<file path="config.mk">
export PLATFORM = sky130hd
export DESIGN_NAME = uart_header_tail_frame_parser
export DESIGN_NICKNAME = d
export VERILOG_FILES = /design/src/rtl/uhtfp_pkg.sv /design/src/rtl/uart_header_tail_frame_parser.sv /design/src/rtl/uhtfp_cfg_regs.sv /design/src/rtl/uhtfp_out_buf.sv
export SDC_FILE = /design/constraint.sdc
export NUM_CORES = 1
export LEC_CHECK = 0
export BUFFER_PORTS_ARGS = -buffer_cell sky130_fd_sc_hd__buf_2
export CAP_MARGIN = 20
export CORE_MARGIN = 3
export CORE_UTILIZATION = 55
export CTS_CLUSTER_DIAMETER = 60
export DETAILED_ROUTE_END_ITERATION = 8
export GPL_ROUTABILITY_DRIVEN = 0
export PLACE_DENSITY = 0.81
export SYNTH_ARGS = -nofsm -noshare
export SYNTH_HDL_FRONTEND = slang
export SYNTH_HIERARCHICAL = 1
export SYNTH_SLANG_ARGS = --single-unit
</file>
<file path="constraint.sdc">
create_clock -name clk -period 17.45 [get_ports clk]
set_clock_uncertainty 0.15 [all_clocks]
set_input_delay 3.49 -clock clk [delete_from_list [all_inputs] [get_ports clk]]
set_output_delay 3.49 -clock clk [all_outputs]
set_load 0.01 [all_outputs]
</file>
<file path="src/rtl/uhtfp_pkg.sv">
// ----------------------------------------------------------------------------
// uhtfp_pkg
// Shared types and constants for the header/tail framed packet parser.
// ----------------------------------------------------------------------------
package uhtfp_pkg;

    // Payload lengths per frame type
    localparam int RECT_LEN  = 8;
    localparam int POINT_LEN = 2;

    // Bytes of each store reported on the result ports
    localparam int RECT_OUT_BYTES  = 8;
    localparam int POINT_OUT_BYTES = 2;

    localparam int RECT_IDX_W  = (RECT_LEN  > 1) ? $clog2(RECT_LEN)  : 1;
    localparam int POINT_IDX_W = (POINT_LEN > 1) ? $clog2(POINT_LEN) : 1;
    localparam int COUNT_W     = 4;

    localparam int CFG_INDEX_W = 2;

    // Frame mode codes (other codes ignore bytes)
    localparam logic [1:0] MODE_RECT  = 2'd0;
    localparam logic [1:0] MODE_POINT = 2'd1;

    // Register reset values
    localparam logic [7:0] HEADER_FIRST_RST  = 8'd44;
    localparam logic [7:0] HEADER_SECOND_RST = 8'd18;
    localparam logic [7:0] TAIL_RST          = 8'd91;

    // Configuration register indexes
    typedef enum logic [CFG_INDEX_W-1:0] {
        CFG_FRAME_MODE    = 2'd0,
        CFG_HEADER_FIRST  = 2'd1,
        CFG_HEADER_SECOND = 2'd2,
        CFG_TAIL          = 2'd3
    } uhtfp_cfg_idx_t;

    typedef struct packed {
        logic [1:0] frame_mode;
        logic [7:0] header_first_byte;
        logic [7:0] header_second_byte;
        logic [7:0] tail_byte;
    } uhtfp_cfg_t;

    typedef struct packed {
        logic        frame_ok;
        logic [63:0] rect_payload;
        logic [15:0] point_payload;
    } uhtfp_result_t;

endpackage

</file>
<file path="src/rtl/uart_header_tail_frame_parser.sv">
// ----------------------------------------------------------------------------
// uart_header_tail_frame_parser
// A result is registered in the output or, on a stall, the skid register.
// Throughput: one byte per cycle; the two-entry result buffer keeps input
// open while one result is stalled, and ready drops only when both are full.
// Reset: parser hunts for the header, stores clear to zero, registers take
// their default values, result buffer empties.
// ----------------------------------------------------------------------------
module uart_header_tail_frame_parser (
    input  logic                               clk,
    input  logic                               rst_n,
    input  logic                               in_valid,
    output logic                               in_ready,
    input  logic [7:0]                         rx_byte,
    output logic                               out_valid,
    input  logic                               out_ready,
    output logic                               frame_ok,
    output logic [63:0]                        rect_payload,
    output logic [15:0]                        point_payload,
    input  logic                               cfg_valid,
    output logic                               cfg_ready,
    input  logic [uhtfp_pkg::CFG_INDEX_W-1:0]  cfg_index,
    input  logic [7:0]                         cfg_data
);
    import uhtfp_pkg::*;

    typedef enum logic [1:0] {
        PH_HUNT    = 2'd0,
        PH_SECOND  = 2'd1,
        PH_COLLECT = 2'd2
    } phase_t;

    uhtfp_cfg_t    cfg;
    uhtfp_result_t res_next;
    uhtfp_result_t res_out;
    logic          buf_space;
    logic          accept;

    phase_t               phase_reg,  phase_next;
    logic [COUNT_W-1:0]   count_reg,  count_next;
    logic [7:0]           rect_store_reg  [RECT_LEN];
    logic [7:0]           rect_store_next [RECT_LEN];
    logic [7:0]           point_store_reg  [POINT_LEN];
    logic [7:0]           point_store_next [POINT_LEN];

    logic                 mode_rect;
    logic                 mode_point;
    logic [COUNT_W-1:0]   len;
    logic                 store_wr;
    logic                 ok;

    // Configuration registers
    uhtfp_cfg_regs u_cfg (
        .clk       (clk),
        .rst_n     (rst_n),
        .cfg_valid (cfg_valid),
        .cfg_ready (cfg_ready),
        .cfg_index (cfg_index),
        .cfg_data  (cfg_data),
        .cfg       (cfg)
    );

    assign in_ready = buf_space;
    assign accept   = in_valid && in_ready;

    assign mode_rect  = (cfg.frame_mode == MODE_RECT);
    assign mode_point = (cfg.frame_mode == MODE_POINT);
    assign len        = mode_rect ? COUNT_W'(RECT_LEN) : COUNT_W'(POINT_LEN);

    // Parser next state
    always_comb
    begin
        phase_next = phase_reg;
        count_next = count_reg;
        store_wr   = 1'b0;
        ok         = 1'b0;
        if (mode_rect || mode_point)
        begin
            priority if (rx_byte == cfg.header_first_byte && phase_reg == PH_HUNT)
            begin
                phase_next = PH_SECOND;
            end
            else if (rx_byte == cfg.header_second_byte && phase_reg == PH_SECOND)
            begin
                phase_next = PH_COLLECT;
                count_next = '0;
            end
            else if (phase_reg == PH_COLLECT)
            begin
                if (rx_byte != cfg.tail_byte)
                begin
                    if (count_reg < len)
                    begin
                        store_wr   = 1'b1;
                        count_next = count_reg + COUNT_W'(1);
                    end
                    else
                    begin
                        // overlong payload: abort
                        phase_next = PH_HUNT;
                    end
                end
                else
                begin
                    phase_next = PH_HUNT;
                    ok         = (count_reg == len);
                end
            end
            else
            begin
                phase_next = PH_HUNT;
            end
        end
    end

    // Store updates
    always_comb
    begin
        rect_store_next  = rect_store_reg;
        point_store_next = point_store_reg;
        if (store_wr && mode_rect)
        begin
            rect_store_next[count_reg[RECT_IDX_W-1:0]] = rx_byte;
        end
        if (store_wr && mode_point)
        begin
            point_store_next[count_reg[POINT_IDX_W-1:0]] = rx_byte;
        end
    end

    // Result as it stands after this byte
    always_comb
    begin
        res_next               = '0;
        res_next.frame_ok      = ok;
        for (int k = 0; k < RECT_LEN && k < RECT_OUT_BYTES; k++)
        begin
            res_next.rect_payload[8*k +: 8] = rect_store_next[k];
        end
        for (int k = 0; k < POINT_LEN && k < POINT_OUT_BYTES; k++)
        begin
            res_next.point_payload[8*k +: 8] = point_store_next[k];
        end
    end

    // Parser state and stores
    always_ff @(posedge clk or negedge rst_n)
    begin
        if (!rst_n)
        begin
            phase_reg <= PH_HUNT;
            count_reg <= '0;
            for (int k = 0; k < RECT_LEN; k++)
            begin
                rect_store_reg[k] <= '0;
            end
            for (int k = 0; k < POINT_LEN; k++)
            begin
                point_store_reg[k] <= '0;
            end
        end
        else if (accept)
        begin
            phase_reg       <= phase_next;
            count_reg       <= count_next;
            rect_store_reg  <= rect_store_next;
            point_store_reg <= point_store_next;
        end
    end

    // Result buffer
    uhtfp_out_buf u_out_buf (
        .clk       (clk),
        .rst_n     (rst_n),
        .push      (accept),
        .push_data (res_next),
        .space     (buf_space),
        .out_valid (out_valid),
        .out_ready (out_ready),
        .out_data  (res_out)
    );

    assign frame_ok      = res_out.frame_ok;
    assign rect_payload  = res_out.rect_payload;
    assign point_payload = res_out.point_payload;

endmodule

</file>
<file path="src/rtl/uhtfp_cfg_regs.sv">
// ----------------------------------------------------------------------------
// uhtfp_cfg_regs
// Configuration register file: frame mode and marker byte values.
// ----------------------------------------------------------------------------
module uhtfp_cfg_regs (
    input  logic                                 clk,
    input  logic                                 rst_n,
    input  logic                                 cfg_valid,
    output logic                                 cfg_ready,
    input  logic [uhtfp_pkg::CFG_INDEX_W-1:0]    cfg_index,
    input  logic [7:0]                           cfg_data,
    output uhtfp_pkg::uhtfp_cfg_t                cfg
);
    import uhtfp_pkg::*;

    uhtfp_cfg_t cfg_reg;

    // Writes are always accepted
    assign cfg_ready = 1'b1;
    assign cfg       = cfg_reg;

    // Register writes
    always_ff @(posedge clk or negedge rst_n)
    begin
        if (!rst_n)
        begin
            cfg_reg.frame_mode         <= MODE_RECT;
            cfg_reg.header_first_byte  <= HEADER_FIRST_RST;
            cfg_reg.header_second_byte <= HEADER_SECOND_RST;
            cfg_reg.tail_byte          <= TAIL_RST;
        end
        else if (cfg_valid && cfg_ready)
        begin
            unique case (uhtfp_cfg_idx_t'(cfg_index))
                CFG_FRAME_MODE:    cfg_reg.frame_mode         <= cfg_data[1:0];
                CFG_HEADER_FIRST:  cfg_reg.header_first_byte  <= cfg_data;
                CFG_HEADER_SECOND: cfg_reg.header_second_byte <= cfg_data;
                CFG_TAIL:          cfg_reg.tail_byte          <= cfg_data;
            endcase
        end
    end

endmodule

</file>
<file path="src/rtl/uhtfp_out_buf.sv">
// ----------------------------------------------------------------------------
// uhtfp_out_buf
// Two-entry result buffer: output register plus skid register, so a new
// byte can be taken while a finished result waits downstream.
// ----------------------------------------------------------------------------
module uhtfp_out_buf (
    input  logic                       clk,
    input  logic                       rst_n,
    input  logic                       push,
    input  uhtfp_pkg::uhtfp_result_t   push_data,
    output logic                       space,
    output logic                       out_valid,
    input  logic                       out_ready,
    output uhtfp_pkg::uhtfp_result_t   out_data
);
    import uhtfp_pkg::*;

    logic          out_valid_reg;
    logic          skid_valid_reg;
    uhtfp_result_t out_data_reg;
    uhtfp_result_t skid_data_reg;
    logic          out_free;

    // Upstream may transfer whenever the skid slot is empty
    assign space     = !skid_valid_reg;
    assign out_valid = out_valid_reg;
    assign out_data  = out_data_reg;
    assign out_free  = !out_valid_reg || out_ready;

    // Valid flags
    always_ff @(posedge clk or negedge rst_n)
    begin
        if (!rst_n)
        begin
            out_valid_reg  <= 1'b0;
            skid_valid_reg <= 1'b0;
        end
        else if (out_free)
        begin
            out_valid_reg  <= skid_valid_reg || push;
            skid_valid_reg <= 1'b0;
        end
        else if (push)
        begin
            skid_valid_reg <= 1'b1;
        end
    end

    // Payload registers
    always_ff @(posedge clk)
    begin
        if (out_free)
        begin
            if (skid_valid_reg)
            begin
                out_data_reg <= skid_data_reg;
            end
            else if (push)
            begin
                out_data_reg <= push_data;
            end
        end
        else if (push)
        begin
            skid_data_reg <= push_data;
        end
    end

endmodule

</file>
# After elaboration in Yosys (flattened, before gate mapping)

Cells that the tools add are included.

Register bits after elaboration: 276
Output and inout port bits: 84
Word-level logic and storage cells: 106

Add/subtract/negate cells: 1
Magnitude comparators: 5
Equal/unequal tests: 11
Muxes and demuxes: 33
Bitwise gates (word level): 4
Reductions and logical operators: 28

Operators by type and width:

| cell                | number |
|---|---|
| $mux 81             | 2 |
| $bwmux 64           | 1 |
| $mux 64             | 1 |
| $demux 8 s3         | 1 |
| $mux 4              | 5 |
| $bwmux 16           | 1 |
| $eq 8x8->1          | 2 |
| $mux 16             | 1 |
| $mux 8              | 2 |
| $mux 1              | 13 |
| $reduce_and 2->1    | 6 |
| $mux 2              | 5 |
| $reduce_bool 2->1   | 5 |
| $demux 8 s1         | 1 |
| $ne 8x8->1          | 1 |
| $logic_and 1x1->1   | 7 |
| $eq 2x1->1 const B  | 3 |
| $eq 2x2->1 const B  | 3 |
| $logic_not 2->1     | 3 |
| $reduce_and 6->1    | 1 |
| $ne 5x5->1 const B  | 1 |
| $add 4x1->4 const B | 1 |
| $eq 4x4->1          | 1 |
| $ge 4x4->1 const B  | 1 |
| 10 further kinds    | 14 |

# Longest topological paths before layout

Gate-level depths: netlist of run 1.

Depth after elaboration: 13
Gate-level depth with buffers: 9

# By module

The synthesis of run 1 kept the hierarchy.

Modules (own cells, without submodules):

| module                        | times used | cells an instance | area an instance (µm²) |
|---|---|---|---|
| uhtfp_out_buf                 | 1          | 262               | 6213.5 |
| uart_header_tail_frame_parser | 1          | 380               | 4832.1 |
| uhtfp_cfg_regs                | 1          | 58                | 1007.2 |

# Worst setup path before layout of run 1

Ideal clock, no wire load.

Kind: input port to flip-flop
From: in in_valid
To: reg u_out_buf.out_data_reg (netlist bit u_out_buf/out_data[0]) (enable)
Data arrival time: 7.898 ns
Data required time: 16.753 ns
Slack: 8.854 ns
Cell stages on the path: 5
Buffers on the path: 1
Cell sequence: nand2_1 clkbuf_1 inv_1 nor2_1 a21oi_1

Cells in the longest elaborated chain, start to end: 3

RTL lines:

| element                            | RTL line                            | text |
|---|---|---|
| start, declared                    | uart_header_tail_frame_parser.sv:12 | `input logic in_valid,` |
| $logic_and 1x1->1                  | uart_header_tail_frame_parser.sv:64 | `assign accept = in_valid && in_ready;` |
| via accept                         | uart_header_tail_frame_parser.sv:37 | `logic accept;` |
| $reduce_bool 2->1 (no source line) | --                                  |  |
| $reduce_and 2->1 (no source line)  | --                                  |  |
| end signal, assigned               | uhtfp_out_buf.sv:56                 | `out_data_reg <= skid_data_reg;` |
| end signal, assigned               | uhtfp_out_buf.sv:60                 | `out_data_reg <= push_data;` |
| end, declared                      | uhtfp_out_buf.sv:20                 | `uhtfp_result_t out_data_reg;` |

The timed path passes the listed nets, and every way through them passes these cells.
A chain may end at the register's enable or synchronous reset.

==> results of run 1 <==
worst max-delay path by stage:
| stage | start | endpoint | slack [ns] | cells after the start |
|---|---|---|---|---|
| 6_report | rx_byte[1] | u_out_buf/out_data[57] | 11.47 | 7 |
| 5_1_grt | rx_byte[5] | u_out_buf/out_data[57] | 11.28 | 7 |
| 4_1_cts | rx_byte[0] | u_out_buf/out_data[57] | 11.50 | 7 |
| 3_5_place_dp | rx_byte[0] | u_out_buf/out_data[56] | 10.97 | 7 |
| 3_3_place_gp | rx_byte[0] | u_out_buf/out_data[56] | 11.01 | 7 |
| 2_1_floorplan | in_valid | u_out_buf/out_data[0] | 8.85 | 5 |
per-layer routing:
layer  part of all wire (%)  up-vias  GRT usage [%]
met1                     43     3127           26.8
met5                      0        -              0
met3                    5.5       28           3.15
li1                       -     2807              -
met4                    1.5        0           4.67
met2                     50      143           30.9
placed cells by master (no fill, tap or decap), types with 8 or more instances in the layout:
cell         n
buf_2      104
clkbuf_16   29
dfrtp_1    103
dfstp_2     10
edfxtp_1   162
mux2_1      24
mux2_2     175
mux2_4      68
nand2_1      9
xnor2_1     16
xor2_1       8
layout make-up:
class | instances | area share, %
clock buffers | 34 | 5.43
clock inverters | 18 | 1.37
inverters | 7 | 0.192
multi-input cells | 373 | 29.7
flip-flops and latches | 276 | 56.4
well taps | 275 | 2.51
repair buffers | 110 | 4.36
stage by stage:
step                area, µm²  setup slack, ns
floorplan               12100             8.85
global placement        12700            11.01
detailed placement      12700            10.97
CTS                     13700            11.50
global route            13700            11.28
finish                  13700            11.47
power groups by stage:
stage,combinational [W],sequential (W),clock [W]
floorplan,0.0000760,0.000781,0
global placement,0.000124,0.000773,0
detailed placement,0.000127,0.000775,0
CTS,0.000128,0.000762,0.000609
global route,0.000138,0.000766,0.000636
finish,0.000127,0.000761,0.000599
cell families after synthesis:
family	Yosys count	synth area share, %
compound gates	17	1.04
xor+xnor	24	1.74
fa+ha+maj	3	0.311
buf+inv	51	2.17
flops	276	64.1
mux	268	27.1
other cells	1	0.0311
simple gates	60	3.43
==> flow_summary.json, run 1 <==
{
  "cts_tree": "yes",
  "holdPathStages": 1,
  "p_per_area_nw_per_um2": 108,
  "cts_buffer_depth": 3,
  "port_buffers": 105,
  "r2r_slack_ns": 13.78,
  "dp_cells": 1039,
  "fin_crit_sh_pct": 34.3,
  "drc_errors": 0,
  "syn_inst": 700,
  "yosysSeqAreaShare_pct": 64.1,
  "reg2reg_depth": 8,
  "p_sw_share_pct": 22.1,
  "end_kind": "flop",
  "die_h_um": 154,
  "die_area_um2": 23700,
  "setup_viol": 0,
  "synth_top_cell_area_share_pct": 40.4,
  "worst-path-buf-inv": 1,
  "dieWidth_um": 154,
  "initial_utilization_pct": 56.6,
  "slew_violations": 0,
  "synth-main-ff-cell": "edfxtp_1",
  "drtIter0Drc": 347,
  "start_kind": "input port",
  "area_growth_pct": 13.8,
  "dr_total_vias": 6105,
  "relSlewSlack_pct": 28.3,
  "switching_power_w": 0.000329,
  "tns_ns": 0,
  "cp_top_family": "multiplexers",
  "num_rows": 53,
  "hold_path_end": "rect_store_reg[57]",
  "path_class": "in -> reg",
  "drtPass1Iterations": 5,
  "yosysMostFrequentCell": "mux2_2",
  "worst_pin_slew_ns": 1.08,
  "multi_input_area_um2": 4080,
  "regArea_um2": 7730,
  "min_period_ns": 5.98,
  "cts_root_buf": "clkbuf_16",
  "dp_hpwl_mm": 14.1,
  "leakagePower_nw": 5.86,
  "post-cts-setup-buffers": 0,
  "yosys-top-cells-count": "mux2_2 (175), edfxtp_1 (162), dfrtp_1 (104)",
  "fin_cells": 1093,
  "hold_violations": 0,
  "synth_cell_types": 49,
  "r2r_start": "u_cfg/cfg[25]",
  "wire_per_inst_um": 20.5,
  "cts_hold_buf": 0,
  "core_area_um2": 21300,
  "ys_seq_elements": 276,
  "syn_nets": 726,
  "n_fill_cell": 1456,
  "cts.repair.resized": 0,
  "holdWs_ns": 0.339,
  "grt_pass1_wl_mm": 36.0,
  "cp_data_arrival_time_ns": 6.10,
  "ir_drop_uv": 64.6,
  "power_w": 0.00149,
  "hold_class": "reg -> reg",
  "boundaryPins": 107,
  "status": "finished, final reports clean",
  "drive_gt1_share_pct": 52.6,
  "cp_slowest_cell": "o211ai_1",
  "power.internal_w": 0.00116,
  "cts.sinks": 276,
  "routed_wirelength_mm": 22.5,
  "final_util_pct": 64.4,
  "syn-mean-instance-area_um2": 17.2,
  "synth.top_cells.by_area": "edfxtp_1 (40%), dfrtp_1 (22%), mux2_2 (16%)",
  "synth_edf_count": 162,
  "path_cells": "buf_2, xnor2_1, nand4_1, o211ai_1, or2_2, mux2_2, mux2_4",
  "overflow": 0,
  "nNetsFinal": 822,
  "clk_pin_slew_ns": 0.06,
  "synth_area_um2": 12100,
  "synth-async-reset-ratio_pct": 41.3,
  "combPwrFrac_pct": 8.6,
  "viasPerCell": 5.59,
  "h-tree-depth": 1,
  "synth_warnings": 6,
  "antenna_found_initial": 0,
  "cap_violations": 0,
  "pwr-share-seq_pct": 51.2,
  "cts-buffers-inserted": 28,
  "crit_path_max_fanout": 23,
  "grt_max_degree": 89,
  "rsz0062_at_grt": "false",
  "worstPathRequired_ns": 17.57,
  "reg2reg_to": "u_out_buf/out_data[52]",
  "clock_latency_ns": 0.53,
  "num_antenna_cells": 0,
  "synth_top_cell_by_area": "edfxtp_1",
  "grt_pass1_vias": 6482,
  "max_clock_freq_ghz": 0.167,
  "slowest_delay_ns": 0.62,
  "clkPwrFrac_pct": 40.3,
  "ant_nets": 0,
  "hold_start": "rect_store_reg[57]",
  "grt_usage_pct": 18.9
}
Note: power is estimated with default switching activity, not from simulation.
==> run 2: changes to the inputs <==
--- a/config.mk
+++ b/config.mk
@@ -5,6 +5,7 @@
 export SDC_FILE = /design/constraint.sdc
 export NUM_CORES = 1
 export LEC_CHECK = 0
+export ABC_AREA = 1
 export BUFFER_PORTS_ARGS = -buffer_cell sky130_fd_sc_hd__buf_2
 export CAP_MARGIN = 20
 export CORE_MARGIN = 3
@@ -12,7 +13,7 @@
 export CTS_CLUSTER_DIAMETER = 60
 export DETAILED_ROUTE_END_ITERATION = 8
 export GPL_ROUTABILITY_DRIVEN = 0
-export PLACE_DENSITY = 0.81
+export PLACE_DENSITY = 0.8
 export SYNTH_ARGS = -nofsm -noshare
 export SYNTH_HDL_FRONTEND = slang
 export SYNTH_HIERARCHICAL = 1
==> constraint.sdc (replaced) <==
create_clock -name clk -period 6 [get_ports clk]
set_clock_uncertainty 0.15 [all_clocks]
set_input_delay 1.2 -clock clk [delete_from_list [all_inputs] [get_ports clk]]
set_output_delay 1.2 -clock clk [all_outputs]
set_load 0.01 [all_outputs]
==> flow_summary.json, run 2 <==
{
  "area_growth_pct": 11.8,
  "hold_violations": 0,
  "grt_pass1_wl_mm": 49.8,
  "antenna_found_initial": 0,
  "drc_errors": 0,
  "overflow": 0,
  "yosysSeqAreaShare_pct": 59.3,
  "fin_crit_sh_pct": 56.6,
  "clk_pin_slew_ns": 0.06,
  "status": "finished, final reports clean",
  "dr_total_vias": 10494,
  "path_class": "reg -> reg",
  "start_kind": "flop",
  "grt_usage_pct": 23.4,
  "nNetsFinal": 1573,
  "cts_buffer_depth": 3,
  "ir_drop_uv": 263,
  "place_ws_ns": 2.21,
  "tns_ns": 0,
  "grt_pass1_vias": 9749,
  "synth_area_um2": 13000,
  "synth-main-ff-cell": "edfxtp_1",
  "crit_path_max_fanout": 82,
  "multi_input_area_um2": 4650,
  "wire_per_inst_um": 16.5,
  "drtPass1Iterations": 5,
  "regArea_um2": 7730,
  "fin_cells": 1883,
  "crit_top_cell": "nand2_1",
  "cp_data_arrival_time_ns": 3.53,
  "routed_wirelength_mm": 31.0,
  "layout_common_cells": "nand2_1 (827), edfxtp_1 (162), nand4_1 (107)",
  "die_area_um2": 25600,
  "die_h_um": 160,
  "cts.sinks": 276,
  "synth.top_cells.by_area": "edfxtp_1 (37%), nand2_1 (24%), dfrtp_1 (20%)",
  "post-cts-setup-buffers": 0,
  "end_kind": "flop",
  "dp_hpwl_mm": 18.1,
  "layout_commonest_cell": "nand2_1",
  "slew_violations": 0,
  "hold_class": "reg -> reg",
  "n_fill_cell": 1928,
  "path_cells": "nor2_4, inv_1, ha_1, inv_1, a21oi_1, nor3_4, buf_4, nand3_2, nand2_1, nand2_1, nand2_1, nand2_1",
  "relSlewSlack_pct": 36.6,
  "place_area_um2": 13500,
  "syn_nets": 1515,
  "num_antenna_cells": 0,
  "setup_viol": 0,
  "synth_warnings": 6,
  "ant_nets": 0,
  "synth_edf_count": 162,
  "slowest_delay_ns": 0.76,
  "syn_inst": 1489,
  "min_period_ns": 3.39,
  "synth_cell_types": 27,
  "dp_cells": 1827,
  "initial_utilization_pct": 56.7,
  "cts_root_buf": "clkbuf_16",
  "holdWs_ns": 0.323,
  "drtIter0Drc": 1067,
  "ys_seq_elements": 276,
  "syn-mean-instance-area_um2": 8.76,
  "cp_slowest_cell": "buf_4",
  "synth_top_cell_by_area": "edfxtp_1",
  "dieWidth_um": 160,
  "setup_ws_ns": 2.61,
  "port_buffers": 105,
  "core_area_um2": 23000,
  "rsz0062_at_grt": "false",
  "synth-async-reset-ratio_pct": 41.3,
  "fin_area_um2": 14600,
  "max_clock_freq_ghz": 0.295,
  "p_per_area_nw_per_um2": 308,
  "cts-buffers-inserted": 29,
  "synth_top_cell_area_share_pct": 37.3,
  "yosysMostFrequentCell": "nand2_1",
  "drive_gt1_share_pct": 12.2,
  "yosys-top-cells-count": "nand2_1 (828), edfxtp_1 (162), nand4_1 (107)",
  "cts_hold_buf": 0,
  "cts.repair.resized": 0,
  "h-tree-depth": 1,
  "viasPerCell": 5.57,
  "grt_max_degree": 83,
  "worstPathRequired_ns": 6.13,
  "cts_tree": "yes",
  "leakagePower_nw": 6.94,
  "cap_violations": 0,
  "boundaryPins": 107,
  "clock_latency_ns": 0.56,
  "num_rows": 55,
  "worst_pin_slew_ns": 0.952
}
[run 2: worst max-delay path: cells and delay by family, from the launching register on]
family / cells / cell delay, ns
AOI/OAI and AO/OA: 1 / 0.06
adders and majority gates: 1 / 0.27
DFF: 1 / 0.46
buffers and inverters: 3 / 0.89
and+or+nand+nor: 7 / 1.29
[run 2: worst paths after layout]
check / from / depth (start not counted) / to / slack (ns)
worst max-delay path: u_cfg/cfg[25] / 12 / u_out_buf/out_data[8] / 2.61
worst min-delay path: u_cfg/cfg[18] / 2 / u_cfg/cfg[18] / 0.32
worst max register to register: u_cfg/cfg[25] / 12 / u_out_buf/out_data[8] / 2.61
worst min register to register: u_cfg/cfg[18] / 2 / u_cfg/cfg[18] / 0.32
max in group asynchronous: rst_n / 2 / u_out_buf/skid_valid_reg / 4.23
min in group asynchronous: rst_n / 1 / rect_store_reg[31] / 0.41
[run 2: stage by stage]
| stage | utilization, % | total power (W) |
|---|---|---|
| floorplan | - | 0.00250 |
| detailed placement | 58.9 | 0.00264 |
| global route | 63.4 | 0.00465 |
| global placement | 58.9 | 0.00263 |
| finish | 63.4 | 0.00450 |
| CTS | 63.3 | 0.00451 |
[run 2: cells by family after synthesis]
family          synth area share [%]
fa+ha+maj                      0.288
flops                           59.3
xor+xnor                        1.01
simple gates                    30.8
compound gates                  3.26
buf+inv                         5.29
other cells                   0.0288
[run 2: cell type report]
class / instances / share of cell area [%]
repair buffers: 120 / 4.62
inverters: 35 / 0.901
clock buffers: 35 / 5.20
flip-flops and latches: 276 / 53.0
well taps: 313 / 2.69
clock inverters: 19 / 1.66
multi-input cells: 1085 / 31.9
[run 2: report_power, final]
group	switching, W	internal (W)
Combinational	0.000311	0.000114
Clock	0.000730	0.00115
Sequential	0.0000450	0.00214
Total	0.00109	0.00341
[run 2: layer usage]
layer | vias to the layer above | wire (µm) | GRT usage [%]
met5 | - | 0 | 0
met4 | 0 | 849 | 8.05
met3 | 65 | 2280 | 2.96
met2 | 458 | 15200 | 39.9
met1 | 4962 | 12600 | 31.3
li1 | 5009 | - | -
==> run 3: changes to the inputs <==
--- a/config.mk
+++ b/config.mk
@@ -9,11 +9,11 @@
 export BUFFER_PORTS_ARGS = -buffer_cell sky130_fd_sc_hd__buf_2
 export CAP_MARGIN = 20
 export CORE_MARGIN = 3
-export CORE_UTILIZATION = 55
+export CORE_UTILIZATION = 54
 export CTS_CLUSTER_DIAMETER = 60
 export DETAILED_ROUTE_END_ITERATION = 8
 export GPL_ROUTABILITY_DRIVEN = 0
-export PLACE_DENSITY = 0.8
+export PLACE_DENSITY = 0.82
 export SYNTH_ARGS = -nofsm -noshare
 export SYNTH_HDL_FRONTEND = slang
 export SYNTH_HIERARCHICAL = 1
==> constraint.sdc (replaced) <==
create_clock -name clk -period 2.84 [get_ports clk]
set_clock_uncertainty 0.15 [all_clocks]
set_input_delay 0.568 -clock clk [delete_from_list [all_inputs] [get_ports clk]]
set_output_delay 0.568 -clock clk [all_outputs]
set_load 0.01 [all_outputs]
==> flow_summary.json, run 3 (synthesis results as in run 2) <==
{
  "status": "finished, final reports clean",
  "cts.sinks": 276,
  "hold_violations": 0,
  "grt_usage_pct": 24.1,
  "nNetsFinal": 1587,
  "grt_max_degree": 82,
  "leakagePower_nw": 7.00,
  "ant_nets": 0,
  "overflow": 0,
  "drtIter0Drc": 1281,
  "dieWidth_um": 161,
  "end_kind": "flop",
  "cts.repair.resized": 0,
  "fin_area_um2": 14700,
  "clk_pin_slew_ns": 0.06,
  "clkPwrFrac_pct": 40.8,
  "p_sw_share_pct": 25.0,
  "routed_wirelength_mm": 31.6,
  "viasPerCell": 5.62,
  "grt_pass1_vias": 10139,
  "die_area_um2": 26000,
  "met3_length_mm": 2.96,
  "min_period_ns": 2.59,
  "wl_met1_mm": 12.7,
  "tns_ns": 0,
  "fin_crit_sh_pct": 91.1,
  "worstPathRequired_ns": 3.10,
  "place_ws_ns": 0.319,
  "grt_pass1_wl_mm": 51.4,
  "cts-buffers-inserted": 29,
  "setup_viol": 0,
  "power.internal_w": 0.00704,
  "switching_power_w": 0.00235,
  "post-cts-setup-buffers": 0,
  "rsz0062_at_grt": "false",
  "combPwrFrac_pct": 9.9,
  "cp_data_arrival_time_ns": 2.84,
  "setup_ws_ns": 0.252,
  "layout_commonest_cell": "nand2_1",
  "initial_utilization_pct": 55.2,
  "dr_total_vias": 10702,
  "worst_pin_slew_ns": 0.948,
  "hold_class": "in -> reg",
  "max_clock_freq_ghz": 0.386,
  "relSlewSlack_pct": 36.8,
  "slew_violations": 0,
  "power_w": 0.00938,
  "core_area_um2": 23600,
  "port_buffers": 105,
  "critPathLaunch": "u_cfg/cfg[25]",
  "dr.max_layer_used": "met5",
  "die_h_um": 161,
  "wire_per_inst_um": 16.6,
  "cts_buffer_depth": 3,
  "p_per_area_nw_per_um2": 639,
  "wl_met2_mm": 14.8,
  "boundaryPins": 107,
  "holdWs_ns": 0.120,
  "pwr-share-seq_pct": 49.3,
  "clock_latency_ns": 0.56,
  "cts_root_buf": "clkbuf_16",
  "h-tree-depth": 1,
  "crit_path_max_fanout": 31,
  "place_area_um2": 13700,
  "r2r_start": "u_cfg/cfg[25]",
  "dp_hpwl_mm": 18.0,
  "layout_common_cells": "nand2_1 (827), edfxtp_1 (162), nand4_1 (107)",
  "cts_tree": "yes",
  "drc_errors": 0,
  "drtPass1Iterations": 6,
  "start_kind": "flop",
  "cap_violations": 0,
  "hold_start": "cfg_data[6]",
  "ir_drop_uv": 402,
  "area_growth_pct": 12.7,
  "cts_hold_buf": 1,
  "antenna_found_initial": 1,
  "drive_gt1_share_pct": 12.8,
  "num_rows": 56,
  "path_class": "reg -> reg",
  "num_antenna_cells": 0
}
-- run 3: cell count changes in the layout (fill, tap and decap cells not counted), moves of 2 or more --
cell / delta
buf_4: +10
bufinv_16: -2
clkinv_1: -2
clkbuf_1: +4
inv_2: -2
buf_12: +4
clkinv_2: -2
inv_4: +2
-- run 3: area by class of cell --
class	instances	area [µm²]
Fill cell	1929	8920
Sequential cell	276	7730
Multi-Input combinational cell	1085	4660
Timing Repair Buffer	134	811
Clock buffer	38	759
Tap cell	319	399
Clock inverter	16	193
Inverter	35	136
-- run 3: layer usage --
layer / track usage [%] / up-vias
li1: - / 5036
met1: 32.8 / 5007
met2: 38.6 / 568
met3: 3.77 / 89
met4: 10.6 / 2
met5: 0 / -
-- run 3: power groups by stage --
stage	clock (W)	combinational, W	sequential (W)
finish	0.00383	0.000931	0.00463
global route	0.00402	0.00102	0.00465
CTS	0.00387	0.000927	0.00463
detailed placement	0	0.000918	0.00470
global placement	0	0.000909	0.00470
floorplan	0	0.000522	0.00475
-- run 3: final timing paths --
kind	endpoint	slack, ns	depth (start not counted)
setup / recovery	u_out_buf/out_data[44]	0.25	11
setup reg to reg	u_out_buf/out_data[44]	0.25	11
max in group asynchronous	u_cfg/cfg[19]	1.39	3
hold reg to reg	u_cfg/cfg[19]	0.32	2
hold / removal	u_cfg/cfg[6]	0.12	3
min in group asynchronous	rect_store_reg[35]	0.40	2
-- run 3: metrics by stage --
step,util [%],instances
2_1_floorplan,-,1489
3_3_place_gp,58.2,1848
3_5_place_dp,58.2,1848
4_1_cts,62.2,1903
5_1_grt,62.2,1903
6_report,62.2,1903
-- run 3: critical path: stages, from the launching register on --
cell and delay, ns:
dfrtp_1 0.45, nor2_4 0.11, inv_1 0.06, ha_1 0.27, inv_1 0.09, a21oi_1 0.07
nor3_4 0.29, buf_4 0.43, nand4_1 0.16, nand2_1 0.17, nand2_1 0.07, nand2_1 0.12
